===== config.mk =====
export PLATFORM = sky130hd
export DESIGN_NAME = bounded_deque_with_search_flat
export DESIGN_NICKNAME = d
export VERILOG_FILES = /design/src/hdl/dq_pkg.sv /design/src/hdl/dq_req_if.sv /design/src/hdl/dq_rsp_if.sv /design/src/hdl/dq_ram.sv /design/src/hdl/bounded_deque_with_search.sv /design/src/flat_wrapper.sv
export SDC_FILE = /design/constraint.sdc
export NUM_CORES = 2
export LEC_CHECK = 0
export BUFFER_PORTS_ARGS = -buffer_cell sky130_fd_sc_hd__buf_4
export CORE_MARGIN = 5
export CORE_UTILIZATION = 43
export CTS_CLUSTER_DIAMETER = 100
export DETAILED_ROUTE_END_ITERATION = 8
export SYNTH_ARGS = -nofsm -noshare
export SYNTH_HDL_FRONTEND = slang
export SYNTH_SLANG_ARGS = --single-unit

===== constraint.sdc =====
create_clock -name clk -period 4.2 [get_ports clk]
set_input_delay 0.21 -clock clk [delete_from_list [all_inputs] [get_ports clk]]
set_output_delay 0.21 -clock clk [all_outputs]
set_load 0.005 [all_outputs]

===== src/hdl/dq_pkg.sv =====
`default_nettype none

package dq_pkg;

    // Defaults for the top-level parameters
    localparam int DQ_DEPTH      = 32;
    localparam int DQ_DATA_WIDTH = 32;

    // Fixed field widths of the channels
    localparam int OP_W     = 3;
    localparam int VALUE_W  = 32;
    localparam int STATUS_W = 2;
    localparam int OCC_W    = 6;

    typedef enum logic [OP_W-1:0] {
        OP_PUSH_FRONT = 3'd0,
        OP_PUSH_BACK  = 3'd1,
        OP_POP_FRONT  = 3'd2,
        OP_POP_BACK   = 3'd3,
        OP_PEEK_FRONT = 3'd4,
        OP_PEEK_BACK  = 3'd5,
        OP_FIND       = 3'd6,
        OP_REMOVE     = 3'd7
    } op_t;

    typedef enum logic [STATUS_W-1:0] {
        ST_OK        = 2'd0,
        ST_FULL      = 2'd1,
        ST_EMPTY     = 2'd2,
        ST_NOT_FOUND = 2'd3
    } status_t;

    typedef enum logic [2:0] {
        S_IDLE,
        S_READ,
        S_SCAN,
        S_SHIFT,
        S_DONE
    } state_t;

endpackage

`default_nettype wire


===== src/hdl/dq_req_if.sv =====
`default_nettype none

interface dq_req_if import dq_pkg::*;
();
    logic               valid;
    logic               ready;
    op_t                op;
    logic [VALUE_W-1:0] value;

    modport source (output valid, output op, output value, input ready);
    modport sink   (input valid, input op, input value, output ready);
endinterface

`default_nettype wire


===== src/hdl/dq_rsp_if.sv =====
`default_nettype none

interface dq_rsp_if import dq_pkg::*;
();
    logic               valid;
    logic               ready;
    logic [VALUE_W-1:0] result_value;
    status_t            status;
    logic [OCC_W-1:0]   occupancy;

    modport source (output valid, output result_value, output status, output occupancy,
                    input ready);
    modport sink   (input valid, input result_value, input status, input occupancy,
                    output ready);
endinterface

`default_nettype wire


===== src/hdl/dq_ram.sv =====
`default_nettype none

module dq_ram #(
    parameter int WIDTH = 32,
    parameter int DEPTH = 32
) (
    input  wire logic                     clk,
    input  wire logic                     wr_en,
    input  wire logic [$clog2(DEPTH)-1:0] wr_addr,
    input  wire logic [WIDTH-1:0]         wr_data,
    input  wire logic                     rd_en,
    input  wire logic [$clog2(DEPTH)-1:0] rd_addr,
    output      logic [WIDTH-1:0]         rd_data
);

    logic [WIDTH-1:0] mem [DEPTH];

    always_ff @(posedge clk)
    begin
        if (wr_en)
        begin
            mem[wr_addr] <= wr_data;
        end
        if (rd_en)
        begin
            rd_data <= mem[rd_addr];
        end
    end

endmodule

`default_nettype wire


===== src/hdl/bounded_deque_with_search.sv =====
`default_nettype none

// Channel | Dir | Beat contents                          | Modport
// --------+-----+----------------------------------------+----------------
// req     | in  | op, value                              | dq_req_if.sink
// rsp     | out | result_value, status, occupancy        | dq_rsp_if.source
//
// One request at a time. Find scans from the front up to the first match; remove
// scans up to the match, then shifts the tail. One entry store read per cycle.
// Reset clears front index, count and control; the entry store is not cleared.
// A result waits in the output register while the next request is accepted; the
// block holds in its final step only if that register is still occupied.

module bounded_deque_with_search import dq_pkg::*; #(
    parameter int DEPTH      = DQ_DEPTH,
    parameter int DATA_WIDTH = DQ_DATA_WIDTH
) (
    input wire logic clk,
    input wire logic rst_n,
    dq_req_if.sink   req,
    dq_rsp_if.source rsp
);

    localparam int AW = $clog2(DEPTH);
    localparam int CW = $clog2(DEPTH + 1);

    // Map a position counted from the front to a ring slot
    function automatic logic [AW-1:0] slot_of(input logic [AW-1:0] front,
                                              input logic [CW-1:0] pos);
        logic [CW:0] sum;
        sum = (CW+1)'(front) + (CW+1)'(pos);
        if (sum >= (CW+1)'(DEPTH))
        begin
            sum = sum - (CW+1)'(DEPTH);
        end
        return AW'(sum);
    endfunction

    // Control state
    state_t          state_reg, state_next;
    logic [AW-1:0]   front_reg, front_next;
    logic [CW-1:0]   count_reg, count_next;
    logic [CW-1:0]   pos_reg, pos_next;       // next position to read
    logic            chk_reg, chk_next;       // read data of chk_pos is valid
    logic            rsp_valid_reg, rsp_valid_next;

    // Payload
    op_t             op_reg, op_next;
    logic [DATA_WIDTH-1:0] key_reg, key_next;
    logic [DATA_WIDTH-1:0] res_reg, res_next;
    status_t         stat_reg, stat_next;
    logic [CW-1:0]   chk_pos_reg, chk_pos_next;
    logic [VALUE_W-1:0] rsp_value_reg, rsp_value_next;
    status_t         rsp_status_reg, rsp_status_next;
    logic [OCC_W-1:0] rsp_occ_reg, rsp_occ_next;

    // Entry store port
    logic                  wr_en;
    logic [AW-1:0]         wr_addr;
    logic [DATA_WIDTH-1:0] wr_data;
    logic                  rd_en;
    logic [AW-1:0]         rd_addr;
    logic [DATA_WIDTH-1:0] rd_data;

    logic                  accept;
    logic                  full;
    logic                  empty;
    logic                  issue;
    logic [AW-1:0]         front_dec;
    logic [AW-1:0]         front_inc;
    logic [DATA_WIDTH-1:0] key_in;

    dq_ram #(
        .WIDTH (DATA_WIDTH),
        .DEPTH (DEPTH)
    ) u_store (
        .clk     (clk),
        .wr_en   (wr_en),
        .wr_addr (wr_addr),
        .wr_data (wr_data),
        .rd_en   (rd_en),
        .rd_addr (rd_addr),
        .rd_data (rd_data)
    );

    assign req.ready        = (state_reg == S_IDLE);
    assign accept           = req.valid && req.ready;
    assign rsp.valid        = rsp_valid_reg;
    assign rsp.result_value = rsp_value_reg;
    assign rsp.status       = rsp_status_reg;
    assign rsp.occupancy    = rsp_occ_reg;

    assign full      = (count_reg == CW'(DEPTH));
    assign empty     = (count_reg == '0);
    assign issue     = (pos_reg < count_reg);
    assign front_dec = (front_reg == '0) ? AW'(DEPTH - 1) : front_reg - AW'(1);
    assign front_inc = (front_reg == AW'(DEPTH - 1)) ? '0 : front_reg + AW'(1);
    assign key_in    = DATA_WIDTH'(req.value);

    always_comb
    begin
        state_next      = state_reg;
        front_next      = front_reg;
        count_next      = count_reg;
        pos_next        = pos_reg;
        chk_next        = chk_reg;
        op_next         = op_reg;
        key_next        = key_reg;
        res_next        = res_reg;
        stat_next       = stat_reg;
        chk_pos_next    = chk_pos_reg;
        rsp_valid_next  = rsp_valid_reg && !rsp.ready;
        rsp_value_next  = rsp_value_reg;
        rsp_status_next = rsp_status_reg;
        rsp_occ_next    = rsp_occ_reg;
        wr_en           = 1'b0;
        wr_addr         = front_reg;
        wr_data         = key_in;
        rd_en           = 1'b0;
        rd_addr         = front_reg;

        unique case (state_reg)
            S_IDLE:
            begin
                if (accept)
                begin
                    op_next  = req.op;
                    key_next = key_in;
                    res_next = '0;
                    pos_next = '0;
                    chk_next = 1'b0;
                    unique case (req.op)
                        OP_PUSH_FRONT, OP_PUSH_BACK:
                        begin
                            state_next = S_DONE;
                            if (full)
                            begin
                                stat_next = ST_FULL;
                            end
                            else
                            begin
                                stat_next  = ST_OK;
                                wr_en      = 1'b1;
                                count_next = count_reg + CW'(1);
                                if (req.op == OP_PUSH_FRONT)
                                begin
                                    wr_addr    = front_dec;
                                    front_next = front_dec;
                                end
                                else
                                begin
                                    wr_addr = slot_of(front_reg, count_reg);
                                end
                            end
                        end
                        OP_POP_FRONT, OP_POP_BACK, OP_PEEK_FRONT, OP_PEEK_BACK:
                        begin
                            if (empty)
                            begin
                                stat_next  = ST_EMPTY;
                                state_next = S_DONE;
                            end
                            else
                            begin
                                rd_en      = 1'b1;
                                state_next = S_READ;
                                if (req.op == OP_POP_BACK || req.op == OP_PEEK_BACK)
                                begin
                                    rd_addr = slot_of(front_reg, count_reg - CW'(1));
                                end
                            end
                        end
                        OP_FIND, OP_REMOVE:
                        begin
                            stat_next  = ST_NOT_FOUND;
                            state_next = S_SCAN;
                        end
                        default:
                        begin
                            state_next = S_IDLE;
                        end
                    endcase
                end
            end

            S_READ:
            begin
                res_next   = rd_data;
                stat_next  = ST_OK;
                state_next = S_DONE;
                if (op_reg == OP_POP_FRONT)
                begin
                    front_next = front_inc;
                    count_next = count_reg - CW'(1);
                end
                else if (op_reg == OP_POP_BACK)
                begin
                    count_next = count_reg - CW'(1);
                end
            end

            S_SCAN:
            begin
                if (chk_reg && rd_data == key_reg)
                begin
                    // First match from the front
                    res_next  = rd_data;
                    stat_next = ST_OK;
                    chk_next  = 1'b0;
                    if (op_reg == OP_REMOVE)
                    begin
                        pos_next   = chk_pos_reg + CW'(1);
                        state_next = S_SHIFT;
                    end
                    else
                    begin
                        state_next = S_DONE;
                    end
                end
                else
                begin
                    chk_next = issue;
                    if (issue)
                    begin
                        rd_en        = 1'b1;
                        rd_addr      = slot_of(front_reg, pos_reg);
                        chk_pos_next = pos_reg;
                        pos_next     = pos_reg + CW'(1);
                    end
                    else if (!chk_reg)
                    begin
                        state_next = S_DONE;
                    end
                end
            end

            S_SHIFT:
            begin
                // Read entry pos, write it one place toward the front next cycle
                chk_next = issue;
                if (issue)
                begin
                    rd_en        = 1'b1;
                    rd_addr      = slot_of(front_reg, pos_reg);
                    chk_pos_next = pos_reg;
                    pos_next     = pos_reg + CW'(1);
                end
                if (chk_reg)
                begin
                    wr_en   = 1'b1;
                    wr_addr = slot_of(front_reg, chk_pos_reg - CW'(1));
                    wr_data = rd_data;
                end
                if (!issue && !chk_reg)
                begin
                    count_next = count_reg - CW'(1);
                    state_next = S_DONE;
                end
            end

            S_DONE:
            begin
                // Hold until the output register is free
                if (!rsp_valid_reg || rsp.ready)
                begin
                    rsp_valid_next  = 1'b1;
                    rsp_value_next  = VALUE_W'(res_reg);
                    rsp_status_next = stat_reg;
                    rsp_occ_next    = OCC_W'(count_reg);
                    state_next      = S_IDLE;
                end
            end

            default:
            begin
                state_next = S_IDLE;
            end
        endcase
    end

    always_ff @(posedge clk or negedge rst_n)
    begin
        if (!rst_n)
        begin
            state_reg     <= S_IDLE;
            front_reg     <= '0;
            count_reg     <= '0;
            pos_reg       <= '0;
            chk_reg       <= 1'b0;
            rsp_valid_reg <= 1'b0;
        end
        else
        begin
            state_reg     <= state_next;
            front_reg     <= front_next;
            count_reg     <= count_next;
            pos_reg       <= pos_next;
            chk_reg       <= chk_next;
            rsp_valid_reg <= rsp_valid_next;
        end
    end

    always_ff @(posedge clk)
    begin
        op_reg         <= op_next;
        key_reg        <= key_next;
        res_reg        <= res_next;
        stat_reg       <= stat_next;
        chk_pos_reg    <= chk_pos_next;
        rsp_value_reg  <= rsp_value_next;
        rsp_status_reg <= rsp_status_next;
        rsp_occ_reg    <= rsp_occ_next;
    end

endmodule

`default_nettype wire

===== src/flat_wrapper.sv =====
// flat-port wrapper written by rule: the top's interface ports become plain ports
module bounded_deque_with_search_flat import dq_pkg::*;
#(
    parameter int DEPTH      = DQ_DEPTH,
    parameter int DATA_WIDTH = DQ_DATA_WIDTH
)
  (clk, rst_n, req_valid, req_op, req_value, req_ready, rsp_valid, rsp_result_value, rsp_status, rsp_occupancy, rsp_ready);
  dq_req_if req_i ();
  dq_rsp_if rsp_i ();
  input wire logic clk;
  input wire logic rst_n;
  input wire logic [$bits(req_i.valid)-1:0] req_valid;
  input wire logic [$bits(req_i.op)-1:0] req_op;
  input wire logic [$bits(req_i.value)-1:0] req_value;
  output wire logic [$bits(req_i.ready)-1:0] req_ready;
  output wire logic [$bits(rsp_i.valid)-1:0] rsp_valid;
  output wire logic [$bits(rsp_i.result_value)-1:0] rsp_result_value;
  output wire logic [$bits(rsp_i.status)-1:0] rsp_status;
  output wire logic [$bits(rsp_i.occupancy)-1:0] rsp_occupancy;
  input wire logic [$bits(rsp_i.ready)-1:0] rsp_ready;
  assign req_i.valid = req_valid;
  assign req_i.op = req_op;
  assign req_i.value = req_value;
  assign req_ready = req_i.ready;
  assign rsp_valid = rsp_i.valid;
  assign rsp_result_value = rsp_i.result_value;
  assign rsp_status = rsp_i.status;
  assign rsp_occupancy = rsp_i.occupancy;
  assign rsp_i.ready = rsp_ready;
  bounded_deque_with_search #(.DEPTH(DEPTH), .DATA_WIDTH(DATA_WIDTH)) u_core (.clk(clk), .rst_n(rst_n), .req(req_i), .rsp(rsp_i));
endmodule

== Yosys cells after proc, flatten, opt, wreduce, memory -nomap -nowiden ==
Memory sizes are Yosys's and may differ from the RTL's. A register that Yosys moved wholly into a read port is not among the register bits.
Index checks and enable logic that the tools add are counted.
Cells by class
  add/subtract/negate cells: 15
  magnitude comparators: 5
  eq/ne operators: 31
  multiplexer cells: 79
  reductions and logical operators: 32
Operators by type and width (count)
  2-to-1 mux 32 bit: 4
  2-to-1 mux 5 bit: 22
  one-hot mux 32 bit (3 select lines): 1
  2-to-1 mux 6 bit: 12
  one-hot mux 6 bit (3 select lines): 2
  == test 32 bit: 1
  adder 5 x 6 -> 7 bit: 4
  >= comparator 7 x 6 -> 1 bit (second input constant): 4
  subtractor 5 x 1 -> 5 bit (second input constant): 5
  2-to-1 mux 3 bit: 8
  one-hot mux 5 bit (2 select lines): 2
  adder 6 x 1 -> 6 bit (second input constant): 3
  == test 3 x 2 -> 1 bit (second input constant): 6
  == test 3 bit (second input constant): 6
  2-to-1 mux 1 bit: 16
  one-hot mux 3 bit (5 select lines): 1
  one-hot mux 5 bit (3 select lines): 1
  != test 3 bit (second input constant): 4
  one-hot mux 2 bit (3 select lines): 2
  one-hot mux 6 bit (2 select lines): 1
  AND reduction 6 bit: 2
  subtractor 6 x 1 -> 6 bit (second input constant): 2
  != test 2 bit (second input constant): 5
  one-hot mux 3 bit (3 select lines): 1
  24 further kinds: 47
Storage, ports and cells
  flip-flop bits (word level): 137
  RAM bits: 1024
  output and inout bits: 42
  logic and storage cells: 177
  memories kept: 1
Memories
  u_core.u_store.mem: depth 32, width 32, read ports 1, clocked after Yosys merged registers in 1, write ports 1, line dq_ram.sv:16  | logic [WIDTH-1:0] mem [DEPTH];

== Longest topological paths before layout ==
  depth in word-level cells: 9
  depth in mapped cells: 18

== Hierarchy ==
Synthesis repeated with hierarchy kept, for this count alone.
Second synthesis, totals
  cell total of the unflattened synthesis: 2849
  area total of the unflattened synthesis: 47994.8 µm²
Modules (own cells, without submodules)
  dq_ram: times used 1, cells an instance 2260, area each 40812.9 µm², sequential area each 31710.4 µm²
  bounded_deque_with_search: times used 1, cells an instance 589, area each 7181.9 µm², sequential area each 4003.8 µm²

== Least setup slack after synthesis ==
OpenSTA, ideal clock, no wires.
  path type: reg2reg
  from: register u_core.count_reg[1]
  to: memory u_core.u_store.mem[0][0], enable pin
  setup time: 0.421 ns
  arrival time: 3.731 ns
  path slack: 0.048 ns
  cell stages (with the launch flop): 9
  buffers on the path: 0
  clock period less this slack: 4.152 ns
  cell sequence: dfrtp_1 -> inv_1 -> ha_1 -> or4b_4 -> o21a_1 -> and2_1 -> a222oi_1 -> nand3_1 -> nor2_1
Between the ends
  word-level cells in the longest chain between the ends: 8
Ends and longest elaborated chain
  start: declaration: line bounded_deque_with_search.sv:42  | logic [CW-1:0] count_reg, count_next;
  start signal: assignment: line bounded_deque_with_search.sv:296  | count_reg <= count_next;
  adder 5 x 6 -> 7 bit: line bounded_deque_with_search.sv:31  | sum = (CW+1)'(front) + (CW+1)'(pos);
  >= comparator 7 x 6 -> 1 bit or subtractor 5 x 1 -> 5 bit (tied branches): line bounded_deque_with_search.sv:32, bounded_deque_with_search.sv:34
  2-to-1 mux 5 bit: line bounded_deque_with_search.sv:32  | if (sum >= (CW+1)'(DEPTH))
  2-to-1 mux 5 bit: line bounded_deque_with_search.sv:145  | if (req.op == OP_PUSH_FRONT)
  2-to-1 mux 5 bit: line bounded_deque_with_search.sv:136  | if (full)
  2-to-1 mux 5 bit: line bounded_deque_with_search.sv:132  | unique case (req.op)
  2-to-1 mux 5 bit: line bounded_deque_with_search.sv:125  | if (accept)
  one-hot mux 5 bit (2 select lines): line bounded_deque_with_search.sv:122  | unique case (state_reg)
  end: declaration: line dq_ram.sv:16
Parallel ways exist; a longest one is shown, timed or not.

== Final worst setup path ==
  from: register u_core.u_store.rd_data[4] (read register of u_core.u_store.mem)
  to: register u_core.u_store.rd_data[9] (read register of u_core.u_store.mem), data pin
Between the ends
  word-level cells in the longest chain between the ends: 4
Ends and longest elaborated chain
  start: declaration: line dq_ram.sv:13  | output logic [WIDTH-1:0] rd_data
  == test 32 bit *: line bounded_deque_with_search.sv:204  | if (chk_reg && rd_data == key_reg)
  logical AND 1 bit *: line bounded_deque_with_search.sv:204
  2-to-1 mux 5 bit or 2-to-1 mux 1 bit (tied branches): line bounded_deque_with_search.sv:204
  one-hot mux 5 bit (3 select lines) or one-hot mux 1 bit (3 select lines) (tied branches): line bounded_deque_with_search.sv:122
Every way passes the cells marked *; elsewhere a longest branch is shown, timed or not.
A chain may end at the register's enable or synchronous reset.

==> results.tsv <==
stage	metric	value	unit
outcome	run_status	finished clean	
global_route	grt_max_degree	99	
synthesis	synth-seq-area-share	70.69	%
cts	clock_latency	0.71	ns
floorplanning	die-width	352.8	um
cts	cts.sinks	1193	
route	vias	32650	
floorplanning	rows	125	
place	dp_hpwl	88740	um
cts	clockRootBuffer	clkbuf_16	
pwr	p_comb_share	0.4	%
synthesis	syn_inst	3540	
synthesis	ys_types	74	
synthesis	synth_fp_nets	3612	
synthesis	ys_warn_count	0	
sta	setup_violations	0	
place	place.gp.congestion	0.8658	
critical_path	crit_start	u_core.u_store.rd_data[4]$_DFFE_PP_	
synthesis	synth-seq-cells	1193	
critical_path	cp-start-kind	register	
global_route	track_usage	23.15	%
route	ant_nets	0	
sta	worstMarginPinSlew	1.262	ns
sta	finalCritPeriodShare	97.23	%
sta	fmax	0.2449	GHz
sta	setup_ws	0.1164	ns
synthesis	synth_edf_count	1171	
floorplanning	io_pins	81	
layout	layout_common_cells	edfxtp_1, nand2_1, buf_4	
pwr	powerDensity	394.0	nW/um^2
cts	htree_levels	3	
floorplanning	initial_core_util	43.36	%
sta	hold_viol	0	
critical_path	cp_data_required_time	4.65	ns
critical_path	arrival	4.53	ns
sta	hold_ws	0.2304	ns
route	drt_pre_antenna_iters	6	
pwr	power_leakage	17.14	nW
critical_path	cp_max_fo	19	
pwr	clkPwrFrac	45.0	%
pwr	power.share.switching	19.38	%
floorplanning	dieHeight	352.8	um
critical_path	endpoint_kind	register	
hold_path	min_from	req_value[23]	
layout	diodes	0	
pwr	p_int	18.98	mW
synthesis	synthArstFlopShare	1.844	%
sta	fin_tns_setup	0	ns
place	dp_slack	-0.02227	ns
cts	clock_path_buffers	3	
pwr	ir_drop	0.3346	mV
sta	slew_headroom	15.65	%
synthesis	synth_area_per_cell	14.27	um^2
route	drtIter0Drc	3807	
global_route	antenna_found_initial	2	
layout	largest_reg_flops	1024	
floorplanning	core-area	116500	um^2
global_route	grt_remaining_overflow	0	
layout	area_growth	18.28	%
critical_path	critPathKind	register to register	
synthesis	synth_area	50520	um^2
hold_path	hold_class	input pin to register	
sta	fin_crit	4.084	ns
route	route.detailed.drc	0	
cts	cts_tree	built	
pwr	p_switching	4.562	mW
pwr	sequentialPowerShare	54.7	%
sta	rsz0062_at_grt	false	
layout	final_common_cell	edfxtp_1	
cts	path_clk_slew	0.06	ns
global_route	grt_pass1_vias	31830	
critical_path	rr_startpoint	u_core.u_store.rd_data[4]$_DFFE_PP_	
sta	slew_viol_final	0	
synthesis	ys.flop_type	edfxtp_1	
sta	finalClockSkew	0.02082	ns
floorplanning	dieArea	124400	um^2
place	port_buffers	80	
layout	largest-register	u_core.u_store.mem	
layout	nets	3886	
cts	cts_buffers	119	
route	viasPerCell	6.000	
flow_run	maxCapViolations	0	
route	routedWlPerCell	27.17	um
global_route	grt_pass1_wl	216800	um
layout	drive_above_1_share	16.47	%
route	drt-total-wl	147800	um
==> metal layers <==
layer | vias to the layer above | GRT usage [%] | routed length (um)
li1 | 14390 | - | -
met1 | 16440 | 33.05 | 62490
met2 | 1531 | 36.15 | 68060
met3 | 288 | 3.788 | 11690
met4 | 0 | 8.282 | 5594
met5 | - | 0 | 0
==> power groups by stage <==
stage	sequential, mW	clock (mW)	combinational, mW
6_report	12.9	10.6	0.0896
3_3_place_gp	13.1	0	0.0577
2_1_floorplan	13.1	0	0.00745
3_5_place_dp	13.1	0	0.0574
5_1_grt	12.9	11.2	0.0956
4_1_cts	12.9	10.7	0.0895
==> worst max-delay path: stages (launching register included) <==
cell,delay (ns)
edfxtp_1,0.53
nand2b_1,0.15
o2111ai_1,0.19
nor4_1,0.45
buf_4,0.21
and4_1,0.19
buf_4,0.20
and2_4,0.20
o21ai_4,0.07
buf_4,0.19
buf_12,0.17
nand2_1,0.11
buf_12,0.21
buf_4,0.19
o221ai_1,0.13
o211ai_1,0.35
buf_4,0.17
o211ai_1,0.07
==> stage by stage <==
stage | total power, mW | instance area (um^2) | std cells | utilization (%)
3_3_place_gp | 13.18 | 55450 | 5175 | 47.59
3_5_place_dp | 13.18 | 55450 | 5175 | 47.59
6_report | 23.55 | 59760 | 5441 | 51.28
2_1_floorplan | 13.13 | 50520 | 3540 | -
5_1_grt | 24.18 | 59760 | 5441 | 51.28
4_1_cts | 23.70 | 59750 | 5441 | 51.28
==> worst paths after layout <==
path / cells past startpoint / endpoint / slack [ns]
max: 17 / u_core.u_store.rd_data[9]$_DFFE_PP_ / 0.12
min: 2 / u_core.key_reg[23]$_DFFE_PP_ / 0.23
max reg2reg: 17 / u_core.u_store.rd_data[9]$_DFFE_PP_ / 0.12
min reg2reg: 0 / u_core.rsp.result_value[25]$_DFFE_PP_ / 0.42
max in group asynchronous: 4 / u_core.count_reg[5]$_DFFE_PN0P_ / 3.52
min in group asynchronous: 4 / u_core.count_reg[0]$_DFFE_PN0P_ / 0.53
==> cells in the mapped netlist, drive strengths merged, types with 3 or more instances <==
| library cell | instances | area (um^2) |
|---|---|---|
| and3 | 7 | 43.79 |
| nor2 | 61 | 244.0 |
| o22ai | 9 | 56.30 |
| a221oi | 64 | 560.5 |
| o2111ai | 33 | 306.5 |
| o211ai | 189 | 1419 |
| nor3 | 13 | 76.33 |
| xnor2 | 49 | 429.2 |
| nand2 | 505 | 1896 |
| edfxtp | 1171 | 35160 |
| fa | 4 | 80.08 |
| dfrtp | 22 | 550.5 |
| nand2b | 10 | 62.56 |
| nand4 | 75 | 469.2 |
| mux2 | 32 | 360.4 |
| nor4 | 3 | 18.77 |
| xor2 | 16 | 140.1 |
| o2111a | 31 | 349.1 |
| nand3 | 146 | 730.7 |
| o21ai | 21 | 116.4 |
| a211oi | 4 | 40.03 |
| and2 | 37 | 231.5 |
| clkbuf | 156 | 585.6 |
| a22o | 3 | 26.28 |
| inv | 54 | 202.7 |
| nor2b | 3 | 18.77 |
| o221ai | 32 | 280.3 |
| a21o | 9 | 67.56 |
| a21oi | 189 | 953.4 |
| a31oi | 97 | 606.8 |
| a32oi | 33 | 289.0 |
| a22oi | 5 | 37.54 |
| mux2i | 288 | 2887 |
| buf | 103 | 539.3 |
| ha | 29 | 362.9 |
==> logic make-up (layout without fill, tap and decap cells) <==
kind of cell	Yosys count	after routing	share of synthesized area, %
compound gates	743	743	10.54
xor+xnor	65	65	1.127
fa+ha+maj	33	33	0.8767
buf+inv	315	692	2.643
flops	1193	1193	70.69
mux	320	320	6.427
simple gates	871	871	7.690
==> final cells by class <==
class / instances / area [um^2]
Multi-Input combinational cell: 2032 / 13840
Sequential cell: 1193 / 35710
Inverter: 56 / 210.2
Tap cell: 1524 / 1907
Clock buffer: 159 / 3221
Fill cell: 9583 / 56760
Clock inverter: 65 / 645.6
Timing Repair Buffer: 412 / 4217
==> timing repair <==
action / 4_1_cts / 5_1_grt
pin swaps: 1 / 1
setup buffers: 2 / 0
hold buffers: 40 / 0
gates resized for setup: 0 / 1
hold endpoints to repair: 63 / 0
endpoints found under the setup margin: 1 / 1
(Power assumes the default switching activity.)
